**src/rtl/core/mmcs_pkg.sv**
```systemverilog
// mmcs_pkg: types, action codes and constants of the midi mixer channel state core
// no dependencies; imported by mmcs_update, the top level and the checker
`timescale 1ns / 1ps

package mmcs_pkg;

   localparam int MMCS_NUM_PORTS = 4;
   localparam int MMCS_NUM_SLOTS = 6;
   localparam int MMCS_LITE_SLOTS = 3;
   localparam int MMCS_CHANS_PER_PORT = 16;

   // action codes
   localparam logic [2:0] ACT_NOTE   = 3'd0;
   localparam logic [2:0] ACT_CTRL   = 3'd1;
   localparam logic [2:0] ACT_DECAY  = 3'd2;
   localparam logic [2:0] ACT_ASSIGN = 3'd3;
   localparam logic [2:0] ACT_NUDGE  = 3'd4;
   localparam logic [2:0] ACT_RESET  = 3'd5;
   localparam logic [2:0] ACT_POLL   = 3'd6;

   localparam logic [7:0] CC_VOLUME   = 8'd7;
   localparam logic [7:0] CC_PAN      = 8'd10;
   localparam logic [7:0] UNASSIGNED  = 8'd128;
   localparam logic [7:0] SLOT0_RESET = 8'd91;
   localparam logic [7:0] SLOT1_RESET = 8'd93;
   localparam logic [6:0] PAN_CENTRE  = 7'd64;
   localparam logic [6:0] FADER_RESET = 7'd100;
   localparam logic [6:0] LEVEL_MAX   = 7'd127;

   localparam logic [7:0] DIRTY_FADER = 8'h01;
   localparam logic [7:0] DIRTY_PAN   = 8'h02;
   localparam logic [7:0] DIRTY_SLOT0 = 8'h04;

   typedef struct packed {
      logic [2:0]        action;
      logic [1:0]        port;
      logic [3:0]        channel;
      logic [2:0]        target;
      logic [7:0]        number;
      logic [6:0]        value;
      logic signed [7:0] delta;
   } mmcs_req_type;

   typedef struct packed {
      logic       msg_valid;
      logic [1:0] msg_port;
      logic [3:0] msg_channel;
      logic [6:0] msg_number;
      logic [6:0] msg_value;
      logic [6:0] meter_level;
      logic [6:0] fader_level;
      logic [6:0] pan_level;
      logic [7:0] update_flags;
   } mmcs_rsp_type;

   // fixed part of one channel entry; slot numbers and values follow it in memory
   typedef struct packed {
      logic [6:0] fader;
      logic [6:0] pan;
      logic [6:0] meter;
      logic [7:0] dirty;
   } mmcs_levels_type;

endpackage

```
**src/rtl/core/mmcs_update.sv**
```systemverilog
// mmcs_update: modify step of one channel entry for every action, plus the meter decay
// depends on mmcs_pkg; instantiated by midi_mixer_channel_state_core
`timescale 1ns / 1ps

module mmcs_update
   import mmcs_pkg::*;
#(
   parameter int NUM_SLOTS = MMCS_NUM_SLOTS
) (
   input  mmcs_req_type                   req,
   input  logic                           lite_mode,
   input  logic                           addr_ok,
   input  mmcs_levels_type                cur_lvl,
   input  logic [NUM_SLOTS-1:0][7:0]      cur_num,
   input  logic [NUM_SLOTS-1:0][6:0]      cur_val,
   output mmcs_levels_type                nxt_lvl,
   output logic [NUM_SLOTS-1:0][7:0]      nxt_num,
   output logic [NUM_SLOTS-1:0][6:0]      nxt_val,
   output mmcs_levels_type                dec_lvl,
   output mmcs_rsp_type                   rsp
);

   localparam int LITE_N = (NUM_SLOTS > MMCS_LITE_SLOTS) ? MMCS_LITE_SLOTS : NUM_SLOTS;

   function automatic logic [6:0] sat_add(input logic [6:0] v, input logic signed [7:0] d);
      logic signed [9:0] r;
      r = $signed({3'b000, v}) + $signed({{2{d[7]}}, d});
      if (r < 0) begin
         return 7'd0;
      end else if (r > $signed({3'b000, LEVEL_MAX})) begin
         return LEVEL_MAX;
      end
      return r[6:0];
   endfunction

   logic [NUM_SLOTS-1:0] active;
   logic [NUM_SLOTS-1:0] sel;
   logic                 slot_ok;
   logic [7:0]           sel_num;
   logic [6:0]           sel_val;
   logic [13:0]          prod;
   logic [6:0]           note_lvl;
   logic                 msg;
   logic [6:0]           mnum;
   logic [6:0]           mval;

   always_comb begin
      sel_num = '0;
      sel_val = '0;
      for (int s = 0; s < NUM_SLOTS; s++) begin
         active[s] = !lite_mode || (s < LITE_N);
         sel[s]    = active[s] && (req.target == 3'(s + 1));
         if (sel[s]) begin
            sel_num = sel_num | cur_num[s];
            sel_val = sel_val | cur_val[s];
         end
      end
      slot_ok = |sel;
   end

   assign prod     = 14'(req.value) * 14'(cur_lvl.fader);
   assign note_lvl = prod[13:7];

   always_comb begin
      dec_lvl       = cur_lvl;
      dec_lvl.meter = (cur_lvl.meter > req.value) ? cur_lvl.meter - req.value : 7'd0;
   end

   always_comb begin
      nxt_lvl = cur_lvl;
      nxt_num = cur_num;
      nxt_val = cur_val;
      msg     = 1'b0;
      mnum    = '0;
      mval    = '0;
      case (req.action)
         ACT_NOTE: begin
            if (cur_lvl.meter < note_lvl) begin
               nxt_lvl.meter = note_lvl;
            end
         end
         ACT_CTRL: begin
            if (req.number == CC_VOLUME && cur_lvl.fader != req.value) begin
               nxt_lvl.fader = req.value;
               nxt_lvl.dirty = nxt_lvl.dirty | DIRTY_FADER;
            end
            if (req.number == CC_PAN && cur_lvl.pan != req.value) begin
               nxt_lvl.pan   = req.value;
               nxt_lvl.dirty = nxt_lvl.dirty | DIRTY_PAN;
            end
            if (!req.number[7]) begin
               for (int s = 0; s < NUM_SLOTS; s++) begin
                  if (active[s] && cur_num[s] == req.number && cur_val[s] != req.value) begin
                     nxt_val[s]    = req.value;
                     nxt_lvl.dirty = nxt_lvl.dirty | 8'(DIRTY_SLOT0 << s);
                  end
               end
            end
         end
         ACT_ASSIGN: begin
            for (int s = 0; s < NUM_SLOTS; s++) begin
               if (sel[s]) begin
                  nxt_num[s] = req.number[7] ? UNASSIGNED : req.number;
               end
            end
         end
         ACT_NUDGE, ACT_RESET: begin
            if (req.target == 3'd0) begin
               nxt_lvl.pan = (req.action == ACT_NUDGE) ? sat_add(cur_lvl.pan, req.delta)
                                                       : PAN_CENTRE;
               msg  = 1'b1;
               mnum = CC_PAN[6:0];
               mval = nxt_lvl.pan;
            end else if (slot_ok && !sel_num[7]) begin
               mval = (req.action == ACT_NUDGE) ? sat_add(sel_val, req.delta) : 7'd0;
               for (int s = 0; s < NUM_SLOTS; s++) begin
                  if (sel[s]) begin
                     nxt_val[s] = mval;
                  end
               end
               msg  = 1'b1;
               mnum = sel_num[6:0];
            end
         end
         ACT_POLL: begin
            nxt_lvl.dirty = '0;
         end
         default: begin
         end
      endcase
   end

   always_comb begin
      rsp = '0;
      if (addr_ok) begin
         rsp.msg_valid    = msg;
         rsp.msg_port     = msg ? req.port : 2'd0;
         rsp.msg_channel  = msg ? req.channel : 4'd0;
         rsp.msg_number   = mnum;
         rsp.msg_value    = mval;
         rsp.meter_level  = nxt_lvl.meter;
         rsp.fader_level  = nxt_lvl.fader;
         rsp.pan_level    = nxt_lvl.pan;
         rsp.update_flags = (req.action == ACT_POLL) ? cur_lvl.dirty : nxt_lvl.dirty;
      end
   end

endmodule

```
**config.mk**
```make
export PLATFORM = sky130hd
export DESIGN_NAME = mmcs_update
export DESIGN_NICKNAME = d
export VERILOG_FILES = /design/src/rtl/core/mmcs_pkg.sv /design/src/rtl/core/mmcs_update.sv
export SDC_FILE = /design/constraint.sdc
export NUM_CORES = 1
export LEC_CHECK = 0
export ABC_CLOCK_PERIOD_IN_PS = 7100
export BUFFER_PORTS_ARGS = -buffer_cell sky130_fd_sc_hd__clkbuf_2
export CAP_MARGIN = 20
export CORE_ASPECT_RATIO = 0.8
export CORE_MARGIN = 2
export CORE_UTILIZATION = 45
export DETAILED_ROUTE_END_ITERATION = 10
export PLACE_DENSITY = 0.85
export SLEW_MARGIN = 25
export SYNTH_ARGS = -nofsm -noshare
export SYNTH_HDL_FRONTEND = slang
export SYNTH_SLANG_ARGS = --single-unit
```
**constraint.sdc**
```tcl
create_clock -name vclk -period 7.1
set_clock_uncertainty 0.15 [all_clocks]
set_input_delay 0.71 -clock vclk [all_inputs]
set_output_delay 0.71 -clock vclk [all_outputs]
set_load 0.02 [all_outputs]
```
# [After elaboration in Yosys (flattened, before gate mapping)]
# Index checks and enable logic that the tools add are counted.
[op_classes] add_sub_neg=3 multipliers=1 magnitude_cmp=6 eq_ne=27 n_mux=84 bitwise_logic=10 reduce_logical=21
[op_table] op="two-way mux 7 bit" n=40
[op_table] op="two-way mux 8 bit" n=16
[op_table] op="two-way mux 42 bit" n=3
[op_table] op="case mux 42 bit (2 select lines)" n=1
[op_table] op="inequality test 7 bit" n=8
[op_table] op="two-way mux 50 bit" n=1
[op_table] op="equality test 8 bit" n=6
[op_table] op="two-way mux 48 bit" n=1
[op_table] op="OR 8 bit" n=5
[op_table] op="OR 7 bit" n=5
[op_table] op="adder 8 x 8 -> 9 bit" n=2
[op_table] op="equality test 3 bit, second input constant" n=6
[op_table] op="> comparator 9 x 8 -> 1 bit, second input constant" n=2
[op_table] op="< comparator 9 x 1 -> 1 bit, second input constant" n=2
[op_table] op="case mux 8 bit (2 select lines)" n=1
[op_table] op="logical AND 1 bit" n=15
[op_table] op="multiplier 7 x 7 -> 14 bit" n=1
[op_table] op="case mux 7 bit (2 select lines)" n=1
[op_table] op="two-way mux 1 bit" n=13
[op_table] op="equality test 3 x 2 -> 1 bit, second input constant" n=3
[op_table] op="equality test 8 x 3 -> 1 bit, second input constant" n=1
[op_table] op="equality test 8 x 4 -> 1 bit, second input constant" n=1
[op_table] op="two-way mux 4 bit" n=2
[op_table] op="> comparator 7 bit" n=1
[op_table] op="11 further kinds" n=15
[totals] ff_bits=0 inputBits=156 out_inout_bits=198 word_cells=152

# [Logic depth before layout (Yosys ltp)]
# Gate-level depths: netlist of run 1.
[depth] depth_word=25 mapped_depth=26 mapped_depth_nobuf=23

# [Worst setup path after synthesis of run 1]
# Ideal clock, no wire load.
[synth_timing] kind="input to output" from="input port req[12] (netlist name)" to="output port rsp[28] (netlist name)" t_arrival_ns=6.463 required_ns=6.240 setup_slack_ns=-0.223 path_stages=25 cell_sequence="buf_2 > clkbuf_1 > nand2_1 > fa_1 > inv_1 > ha_1 > inv_1 > fa_1 > fa_1 > inv_1 > ha_1 > nand2_1 > or3_1 > clkbuf_1 > a211oi_1 > o31ai_1 > o31ai_1 > ha_1 > a21o_1 > a21oi_1 > o21ai_0 > o41ai_4 > buf_4 > inv_1 > o31ai_1"
[synth_lines] element="start, declared" line="mmcs_update.sv:10" rtl="input mmcs_req_type req,"
[synth_lines] element="end, declared" line="mmcs_update.sv:20" rtl="output mmcs_rsp_type rsp"

==> run metrics, run 1 <==
syn_nets=1335; fin area=9960 um2; DRC marker count from the first detailed-route iteration=1048; synthesized area=7690 um2; Critical Path Source Type=primary input; Final Wtd Congestion=0.998; first-pass GRT wire length=51.5 mm; worst endpoint required time=6.24 ns; diode count=0; Starting Density=46.2%; Die ar.=18200 um2; Critical Path AT=6.24 ns; Final HPWL DP=28.9 mm; setup TNS=0 ns; area post-placement=9530 um2; routed metal-1 wire length=14.8 mm; antenna-violating nets left=0; Min Hold Slack=1.50 ns; post-route minimum period=7.10 ns; Power Dens Cells=122 nW/um2; Hold Path Depth=2; Hold Crit Class=in -> out; Post-Syn Instances=1088; Detail Route met3 WL=4.14 mm; routed length per placed instance=21.8 um; Unique masters post-synth=78; share of cells above drive strength 1=37.4%; Rows=42; hold path endpoint=dec_lvl[7]; Worst Setup SP=cur_lvl[24]; Final Setup Violations=0; drt pass-1 iters=5; Top Metal Used=met4; final non-filler cell total=1624; clkbuf count=0; sequential element share of the synthesized area=0%; Slew HR=25.0%; synthesized area per cell=7.07 um2; number of I/O pins=354; core box area=16700 um2; RSZ-0062 raised after global routing=yes; leakage power figure=0.00490 uW; DR vias=9975; hold-fix buffer count after cts=0; die width=150 um; GRT overflow=0; max cap viols=0; flip-flop and latch area=0 um2; critical path capture point type=primary output; antenna violations before repair=0; port bufs=354; met2 WL=15.5 mm; HP Start=cur_lvl[7]; largest net degree at the start of global routing=34; GRT Resource Usage Total=36.4%; Synth Warn #=0; Area growth syn-to-layout=29.5%; vias in the first global route=8906; achievable frequency=141 MHz; worst slew pin tran=1.12 ns; nets@finish=1653; crit path max fanout=5; outcome=finished, final reports clean; # DRC=0; Die Ht=121 um; sequential cell count=0; Final Hold Fails=0; placed cell count=1608; drt total wl=35.5 mm; Pins Over Slew Limit=0; Via density=6.14; Peak supply drop=112 uV; path type of the worst setup path=in -> out; Period Utilization, post-route=100%
[layout by cell type, fill, tap and decap left out, drive strengths merged, types with 18 or more instances in the layout]
cell type | synthesis | routed
ha | 65 | 65
nor2b | 26 | 26
buf | 50 | 58
mux2i | 21 | 21
mux2 | 45 | 45
o21ai | 66 | 66
xor2 | 77 | 77
xnor2 | 33 | 33
fa | 26 | 26
a221oi | 22 | 22
a21oi | 48 | 48
a22oi | 18 | 18
nor3 | 33 | 33
clkbuf | 37 | 345
inv | 72 | 72
nor2 | 104 | 104
nand2 | 99 | 99
and2 | 34 | 34
[worst max-delay path by stage]
| stage | end | slack [ns] | cells after the start |
|---|---|---|---|
| floorplan | rsp[26] | 0.08 | 23 |
| global placement | rsp[22] | 0.08 | 23 |
| detailed placement | rsp[22] | -0.04 | 23 |
| CTS | rsp[22] | 0.009 | 23 |
| global route | rsp[22] | -0.20 | 25 |
| finish | rsp[22] | 0.004 | 26 |
[cell usage after synthesis, types with 9 or more instances]
cell | instances | area share, %
a211oi_1 | 13 | 1.3
a21o_1 | 9 | 0.88
a21oi_1 | 47 | 3.1
a221oi_1 | 22 | 2.5
a22oi_1 | 18 | 1.8
and2_1 | 34 | 2.8
buf_2 | 12 | 0.78
buf_4 | 29 | 2.8
clkbuf_1 | 36 | 1.8
fa_1 | 26 | 6.8
ha_1 | 65 | 11
inv_1 | 72 | 3.5
mux2_2 | 40 | 5.9
mux2i_1 | 21 | 2.7
nand2_1 | 99 | 4.8
nand2b_1 | 14 | 1.1
nand3_1 | 12 | 0.78
nand4_1 | 15 | 1.2
nor2_1 | 103 | 5.0
nor2b_1 | 26 | 2.1
nor3_1 | 33 | 2.1
nor4_1 | 14 | 1.1
o21a_1 | 11 | 1.1
o21ai_0 | 61 | 4.0
o22ai_1 | 12 | 0.98
or3_1 | 9 | 0.73
xnor2_1 | 33 | 3.8
xor2_1 | 77 | 8.8
[stage by stage]
stage          util [%]  total power (uW)  setup WS [ns]
2_1_floorplan         -               686         0.0771
3_3_place_gp       57.2              1030         0.0810
3_5_place_dp       57.2              1050        -0.0401
4_1_cts            57.3              1050        0.00940
5_1_grt            59.8              1300         -0.197
6_report           59.8              1220        0.00354
[area by class of cell]
type / count / area [um2]
multi-input cells: 929 / 7190
fillers: 1569 / 6700
repair buffers: 403 / 2230
well taps: 220 / 275
inverters: 72 / 270
[worst max-delay path, cell delays in order]
cell,delay [ns]
clkbuf_2,0.11
buf_6,0.13
ha_4,0.12
inv_1,0.05
fa_1,0.50
inv_1,0.05
ha_1,0.16
inv_1,0.07
fa_1,0.45
fa_1,0.54
inv_2,0.05
ha_4,0.26
nand2_1,0.06
or3_4,0.44
a211oi_4,0.38
o31ai_4,0.12
o31ai_2,0.07
ha_1,0.28
a21o_1,0.20
a21oi_2,0.18
o21ai_2,0.11
o41ai_4,0.40
buf_6,0.18
mux2_4,0.31
and2_4,0.17
buf_6,0.13
[per-layer routing]
metal  GRT usage (%)  vias up
met5               0        -
met4            8.55        0
met3            6.35       74
met2            55.7      704
met1            53.0     4679
li1                -     4518
[logic make-up after synthesis]
group | share of synthesized area [%]
and+or+nand+nor | 25.4
AOI/OAI and AO/OA | 25.4
buffers and inverters | 9.68
xor gates and xnor gates | 12.5
adders and majority gates | 17.5
muxes | 9.56
[power breakdown]
part           switching (uW)  internal [uW]
registers                   0              0
logic                     711            505
clock network               0              0
[timing repair]
action / CTS / global route
gates cloned: 0 / 1
gates resized for setup: 3 / 89
setup endpoints to repair: 3 / 13
pin swaps: 0 / 34
setup buffers: 0 / 15
(Power assumes the default switching activity.)
==> run 2: changes to the inputs <==
GPL_TIMING_DRIVEN = 0   (was unset)
REMOVE_ABC_BUFFERS = 1   (was unset)
SLEW_MARGIN = 20   (was 25)
==> run metrics, run 2 (synthesis gave the netlist of run 1 again) <==
Final Util=59.4% (-0.37 points); Post-Place Worst Slack=-1.00 ns (-0.961 ns); antenna violations before repair=0 (unchanged); Final Setup Violations=0 (unchanged); crit path max fanout=9 (+4); port bufs=354 (unchanged); Final Hold Fails=0 (unchanged); drt pass-1 iters=6 (+1); drt total wl=34.9 mm (-1.5%); outcome=finished, final reports clean; area post-placement=9270 um2 (-2.8%); Final HPWL DP=26.9 mm (-6.9%); worst slew pin tran=1.15 ns (+0.0378 ns); RSZ-0062 raised after global routing=yes; post-route minimum period=7.08 ns (-0.0171 ns); routed length per placed instance=21.8 um (-0.29%); antenna-violating nets left=0 (unchanged); final non-filler cell total=1604 (-1.2%); die width=150 um (unchanged); hold-fix buffer count after cts=0 (unchanged); sequential cell count=0 (unchanged); fin area=9900 um2 (-0.62%); Period Utilization, post-route=99.7% (-0.24 points); Seq pwr share=0% (unchanged); Critical Path Source Type=primary input; most common cell after layout, fill and taps aside=clkbuf_2; Die Ht=121 um (unchanged); Die ar.=18200 um2 (unchanged); Area growth syn-to-layout=28.7%; switching share of power=59.2% (+0.78 points); setup TNS=0 ns (unchanged); Comb power frac=100.0% (about the same); most frequent cells in the layout=337 x clkbuf_2, 103 x nor2_1, 97 x nand2_1, 77 x xor2_1, 69 x inv_1; # DRC=0 (unchanged); flip-flop and latch area=0 um2 (unchanged); share of cells above drive strength 1=35.7% (-1.7 points); GRT overflow=0 (unchanged); diode count=0 (unchanged); Starting Density=46.2% (unchanged); Via density=6.21 (+1.2%); P_int=471 uW (-6.8%); achievable frequency=141 MHz (+0.24%); DRC marker count from the first detailed-route iteration=937 (-11%); max cap viols=0 (unchanged); nets@finish=1633 (-1.2%); leakage power figure=0.00486 uW (-0.96%); path type of the worst setup path=in -> out; net switching power=685 uW (-3.7%); vias in the first global route=8742 (-1.8%); Critical Path AT=6.22 ns (-0.02 ns); number of I/O pins=354 (unchanged); GRT Resource Usage Total=34.8% (-1.6 points); clkbuf count=0 (unchanged); Hold Crit Class=in -> out; Pins Over Slew Limit=0 (unchanged); largest net degree at the start of global routing=42 (+24%); Final Worst Setup Slack=0.0206 ns (+0.0171 ns); DR vias=9967 (-0.080%); Slew HR=22.7% (-2.3 points); first-pass GRT wire length=49.8 mm (-3.2%); Peak supply drop=100 uV (-11%); critical path capture point type=primary output; Final Wtd Congestion=0.987 (-1.1%); worst endpoint required time=6.24 ns (about the same); Rows=42 (unchanged); core box area=16700 um2 (unchanged); clock network fraction of total power=0% (unchanged); placed cell count=1575 (-2.1%); Power Dens Cells=117 nW/um2 (-4.4%)
-- run 2: changes by cell type in the layout (fill, tap and decap cells not counted), moves of 3 or more --
cell      change
clkbuf_4      -3
buf_6         -6
a21oi_1       +3
buf_16        +3
buf_4        -13
inv_1         +3
a21oi_2       -3
clkbuf_2      -4
inv_2         -3
-- run 2: final timing paths --
check / from / end / slack (ns) / cells after the start
max: cur_lvl[24] / rsp[22] / 0.02 / 24
min: cur_lvl[6] / dec_lvl[6] / 1.50 / 2
-- run 2: critical path, stage by stage --
cell and delay [ns]:
buf_8 0.11, nand2_2 0.07, fa_1 0.53, inv_1 0.05, ha_1 0.26, inv_1 0.05, fa_1 0.48, fa_1 0.54
inv_2 0.05, ha_4 0.28, nand2_1 0.07, or3_4 0.44, a211oi_4 0.34, buf_4 0.18, o31ai_2 0.06, ha_1 0.31
a21o_1 0.19, a21oi_2 0.16, o21ai_2 0.10, o41ai_4 0.44, buf_6 0.19, mux2_4 0.31, and2_4 0.16, buf_6 0.12
-- run 2: metrics by stage --
step | total power [uW] | hold slack, ns
floorplan | 628 | 1.27
global placement | 946 | 1.50
detailed placement | 963 | 1.50
CTS | 992 | 1.50
global route | 1240 | 1.51
finish | 1160 | 1.50
-- run 2: layout make-up --
type | instances | area, um2
well taps | 220 | 275
repair buffers | 383 | 2190
fillers | 1514 | 6760
multi-input cells | 929 | 7170
inverters | 72 | 270
-- run 2: routing by layer --
metal,GRT usage (%),wire (um),up-vias
met5,0,0,-
met4,9.79,1540,0
met3,3.46,3830,121
met2,55.5,15300,759
met1,49.9,14200,4618
li1,-,-,4469
-- run 2: what timing repair did --
action                                  in CTS  in global routing
cloned                                       0                  2
setup buffers                                3                 24
pin swaps                                    1                 23
gates resized for setup                     23                 78
endpoints found under the setup margin      14                 13
-- run 2: power groups by stage --
stage,registers [uW],clock network [uW],logic (uW)
after floorplan,0,0,628
after global placement,0,0,946
after detailed placement,0,0,963
after CTS,0,0,992
after global routing,0,0,1240
final,0,0,1160
==> run 3: changes to the inputs <==
ABC_AREA = 1   (was unset)
CORE_UTILIZATION = 47   (was 45)
GPL_TIMING_DRIVEN = unset   (was 0)
PLACE_DENSITY = 0.87   (was 0.85)
SETUP_SLACK_MARGIN = 0.5   (was unset)
==> run metrics, run 3 <==
outcome=finished, final reports clean; sequential cell count=0 (unchanged); share of cells above drive strength 1=22.7% (-13 points); Via density=5.83 (-6.1%); leakage power figure=0.00613 uW (+26%); fin area=10300 um2 (+4.0%); Peak supply drop=82.2 uV (-18%); top-area cell type share of the netlist area=22.3% (+12 points); Detail Route met3 WL=6.29 mm (+64%); multi-input logic area=7110 um2 (-0.86%); antenna violations before repair=4 (+4); # DRC=0 (unchanged); synthesized area per cell=5.27 um2 (-25%); DR vias=12400 (+24%); vias in the first global route=10700 (+23%); Synth Warn #=0 (unchanged); Critical Path Source Type=primary input; synthesized area=8490 um2 (+10%); number of I/O pins=354 (unchanged); area post-placement=10200 um2 (+9.8%); Seq pwr share=0% (unchanged); sequential element share of the synthesized area=0% (unchanged); most frequent cells in the layout=503 x nand2_1, 345 x clkbuf_2, 236 x inv_1, 128 x o21ai_0, 122 x nor2_1; Die ar.=19200 um2 (+5.5%); routed length per placed instance=19.4 um (-11%); Final Wtd Congestion=1.08 (+9.6%); Post-Syn Instances=1611 (+48%); crit path max fanout=11 (+2); largest net degree at the start of global routing=49 (+17%); Post-Place Worst Slack=0.313 ns (+1.31 ns); hold-fix buffer count after cts=0 (unchanged); port bufs=354 (unchanged); Pins Over Slew Limit=0 (unchanged); Critical Path, Cell by Cell=clkbuf_4, buf_4, nand2_1, fa_1, inv_1, fa_1, fa_1, ha_1, ha_1, nand3_1, nor3_1, nand3_1, nand3_1, nand2_1, nand2_1, ha_1, a21oi_2, o21ai_1, nor4_4, buf_4, nand3_1, nand2_1, nor2_1, buf_2; worst endpoint required time=6.24 ns (about the same); nets@finish=2146 (+31%); Top Metal Used=met4; cell taking the most area after synthesis=nand2_1; die width=154 um (+2.7%); first-pass GRT wire length=60.9 mm (+22%); achievable frequency=154 MHz (+9.0%); P_int=380 uW (-19%); DRC marker count from the first detailed-route iteration=1550 (+65%); antenna-violating nets left=0 (unchanged); core box area=17500 um2 (+5.3%); CP max stage delay=0.51 ns (-0.03 ns); post-route minimum period=6.50 ns (-0.583 ns); Hold Crit Class=in -> out; Critical Path AT=5.64 ns (-0.58 ns); Slowest-stage cell, CP=fa_1; top-count cell post-synth=nand2_1; Unique masters post-synth=50 (-36%); net switching power=740 uW (+8.0%); switching share of power=66.1% (+6.8 points); Critical path buffers and inverters=5 (-2); Rows=43 (+2.4%); critical path capture point type=primary output; clkbuf count=0 (unchanged); Final Worst Setup Slack=0.604 ns (+0.583 ns); Die Ht=124 um (+2.7%); Tot Pwr=1120 uW (-3.1%); Starting Density=48.4% (+2.2 points); crit-path leading delay family=adder cells; Period Utilization, post-route=91.5% (-8.2 points); setup TNS=0 ns (unchanged); drt total wl=41.2 mm (+18%); most common cell after layout, fill and taps aside=nand2_1; Final Hold Fails=0 (unchanged); drt pass-1 iters=8 (+2); path type of the worst setup path=in -> out; RSZ-0062 raised after global routing=no; Synth area leaders=nand2_1 22%, inv_1 10%, ha_1 9.6%; worst slew pin tran=1.00 ns (-0.152 ns); max cap viols=0 (unchanged); met2 WL=16.8 mm (+9.7%); Slew HR=32.9% (+10 points); Comb power frac=100.0% (about the same); Area growth syn-to-layout=21.2%; Final Setup Violations=0 (unchanged); Post-synth top cells=504 x nand2_1, 236 x inv_1, 129 x o21ai_0; flip-flop and latch area=0 um2 (unchanged); GRT Resource Usage Total=40.2% (+5.4 points); Final HPWL DP=34.0 mm (+26%); clock network fraction of total power=0% (unchanged); Power Dens Cells=109 nW/um2 (-6.8%); GRT overflow=0 (unchanged); FILL cells=1845 (+22%); routed metal-1 wire length=16.7 mm (+17%)
[run 3: final timing paths]
check                 startpoint         end  slack (ns)  cells past startpoint
worst max-delay path     req[12]     rsp[28]        0.60                     24
worst min-delay path  cur_lvl[4]  dec_lvl[4]        1.50                      2
[run 3: per-stage QoR]
stage                     utilization, %  instances  hold WS (ns)
after detailed placement            58.0       2119          1.50
after floorplan                        -       1528          1.27
after global placement              58.0       2119          1.50
after CTS                           58.2       2121          1.50
after global routing                58.7       2124          1.51
final                               58.7       2124          1.50
[run 3: cell families (layout without fill, tap and decap cells)]
| kind of cell | count (synthesis) | count (layout) | share of synthesized area [%] |
|---|---|---|---|
| buffers and inverters | 343 | 629 | 16.9 |
| adder cells (fa/ha/maj) | 91 | 91 | 15.7 |
| other | 0 | 2 | 0 |
| AO/OA/AOI/OAI | 319 | 319 | 20.8 |
| AND/OR/NAND/NOR | 792 | 792 | 39.8 |
| XOR/XNOR | 66 | 66 | 6.81 |
[run 3: area by class of cell]
type,count,area share (%)
Multi-Input combinational cell,1268,69.1
Inverter,260,9.48
Timing Repair Buffer,369,18.7
Antenna cell,2,0.0486
Tap cell,225,2.74
[run 3: power groups by stage]
stage	Clock [uW]	Sequential [uW]	Combinational [uW]
after CTS	0	0	1050
after detailed placement	0	0	1040
after global routing	0.0000377	0	1210
final	0.0000378	0	1120
after floorplan	0	0	671
after global placement	0	0	1020
[run 3: per-layer routing]
metal / vias up / GRT usage (%)
met4: 0 / 11.3
met5: - / 0
met3: 95 / 11.3
li1: 5730 / -
met2: 985 / 58.8
met1: 5579 / 57.5
[run 3: timing repair]
item	CTS	global route
gates resized for setup	2	25
pin swaps	1	3
setup endpoints to repair	14	14
setup buffers	2	0
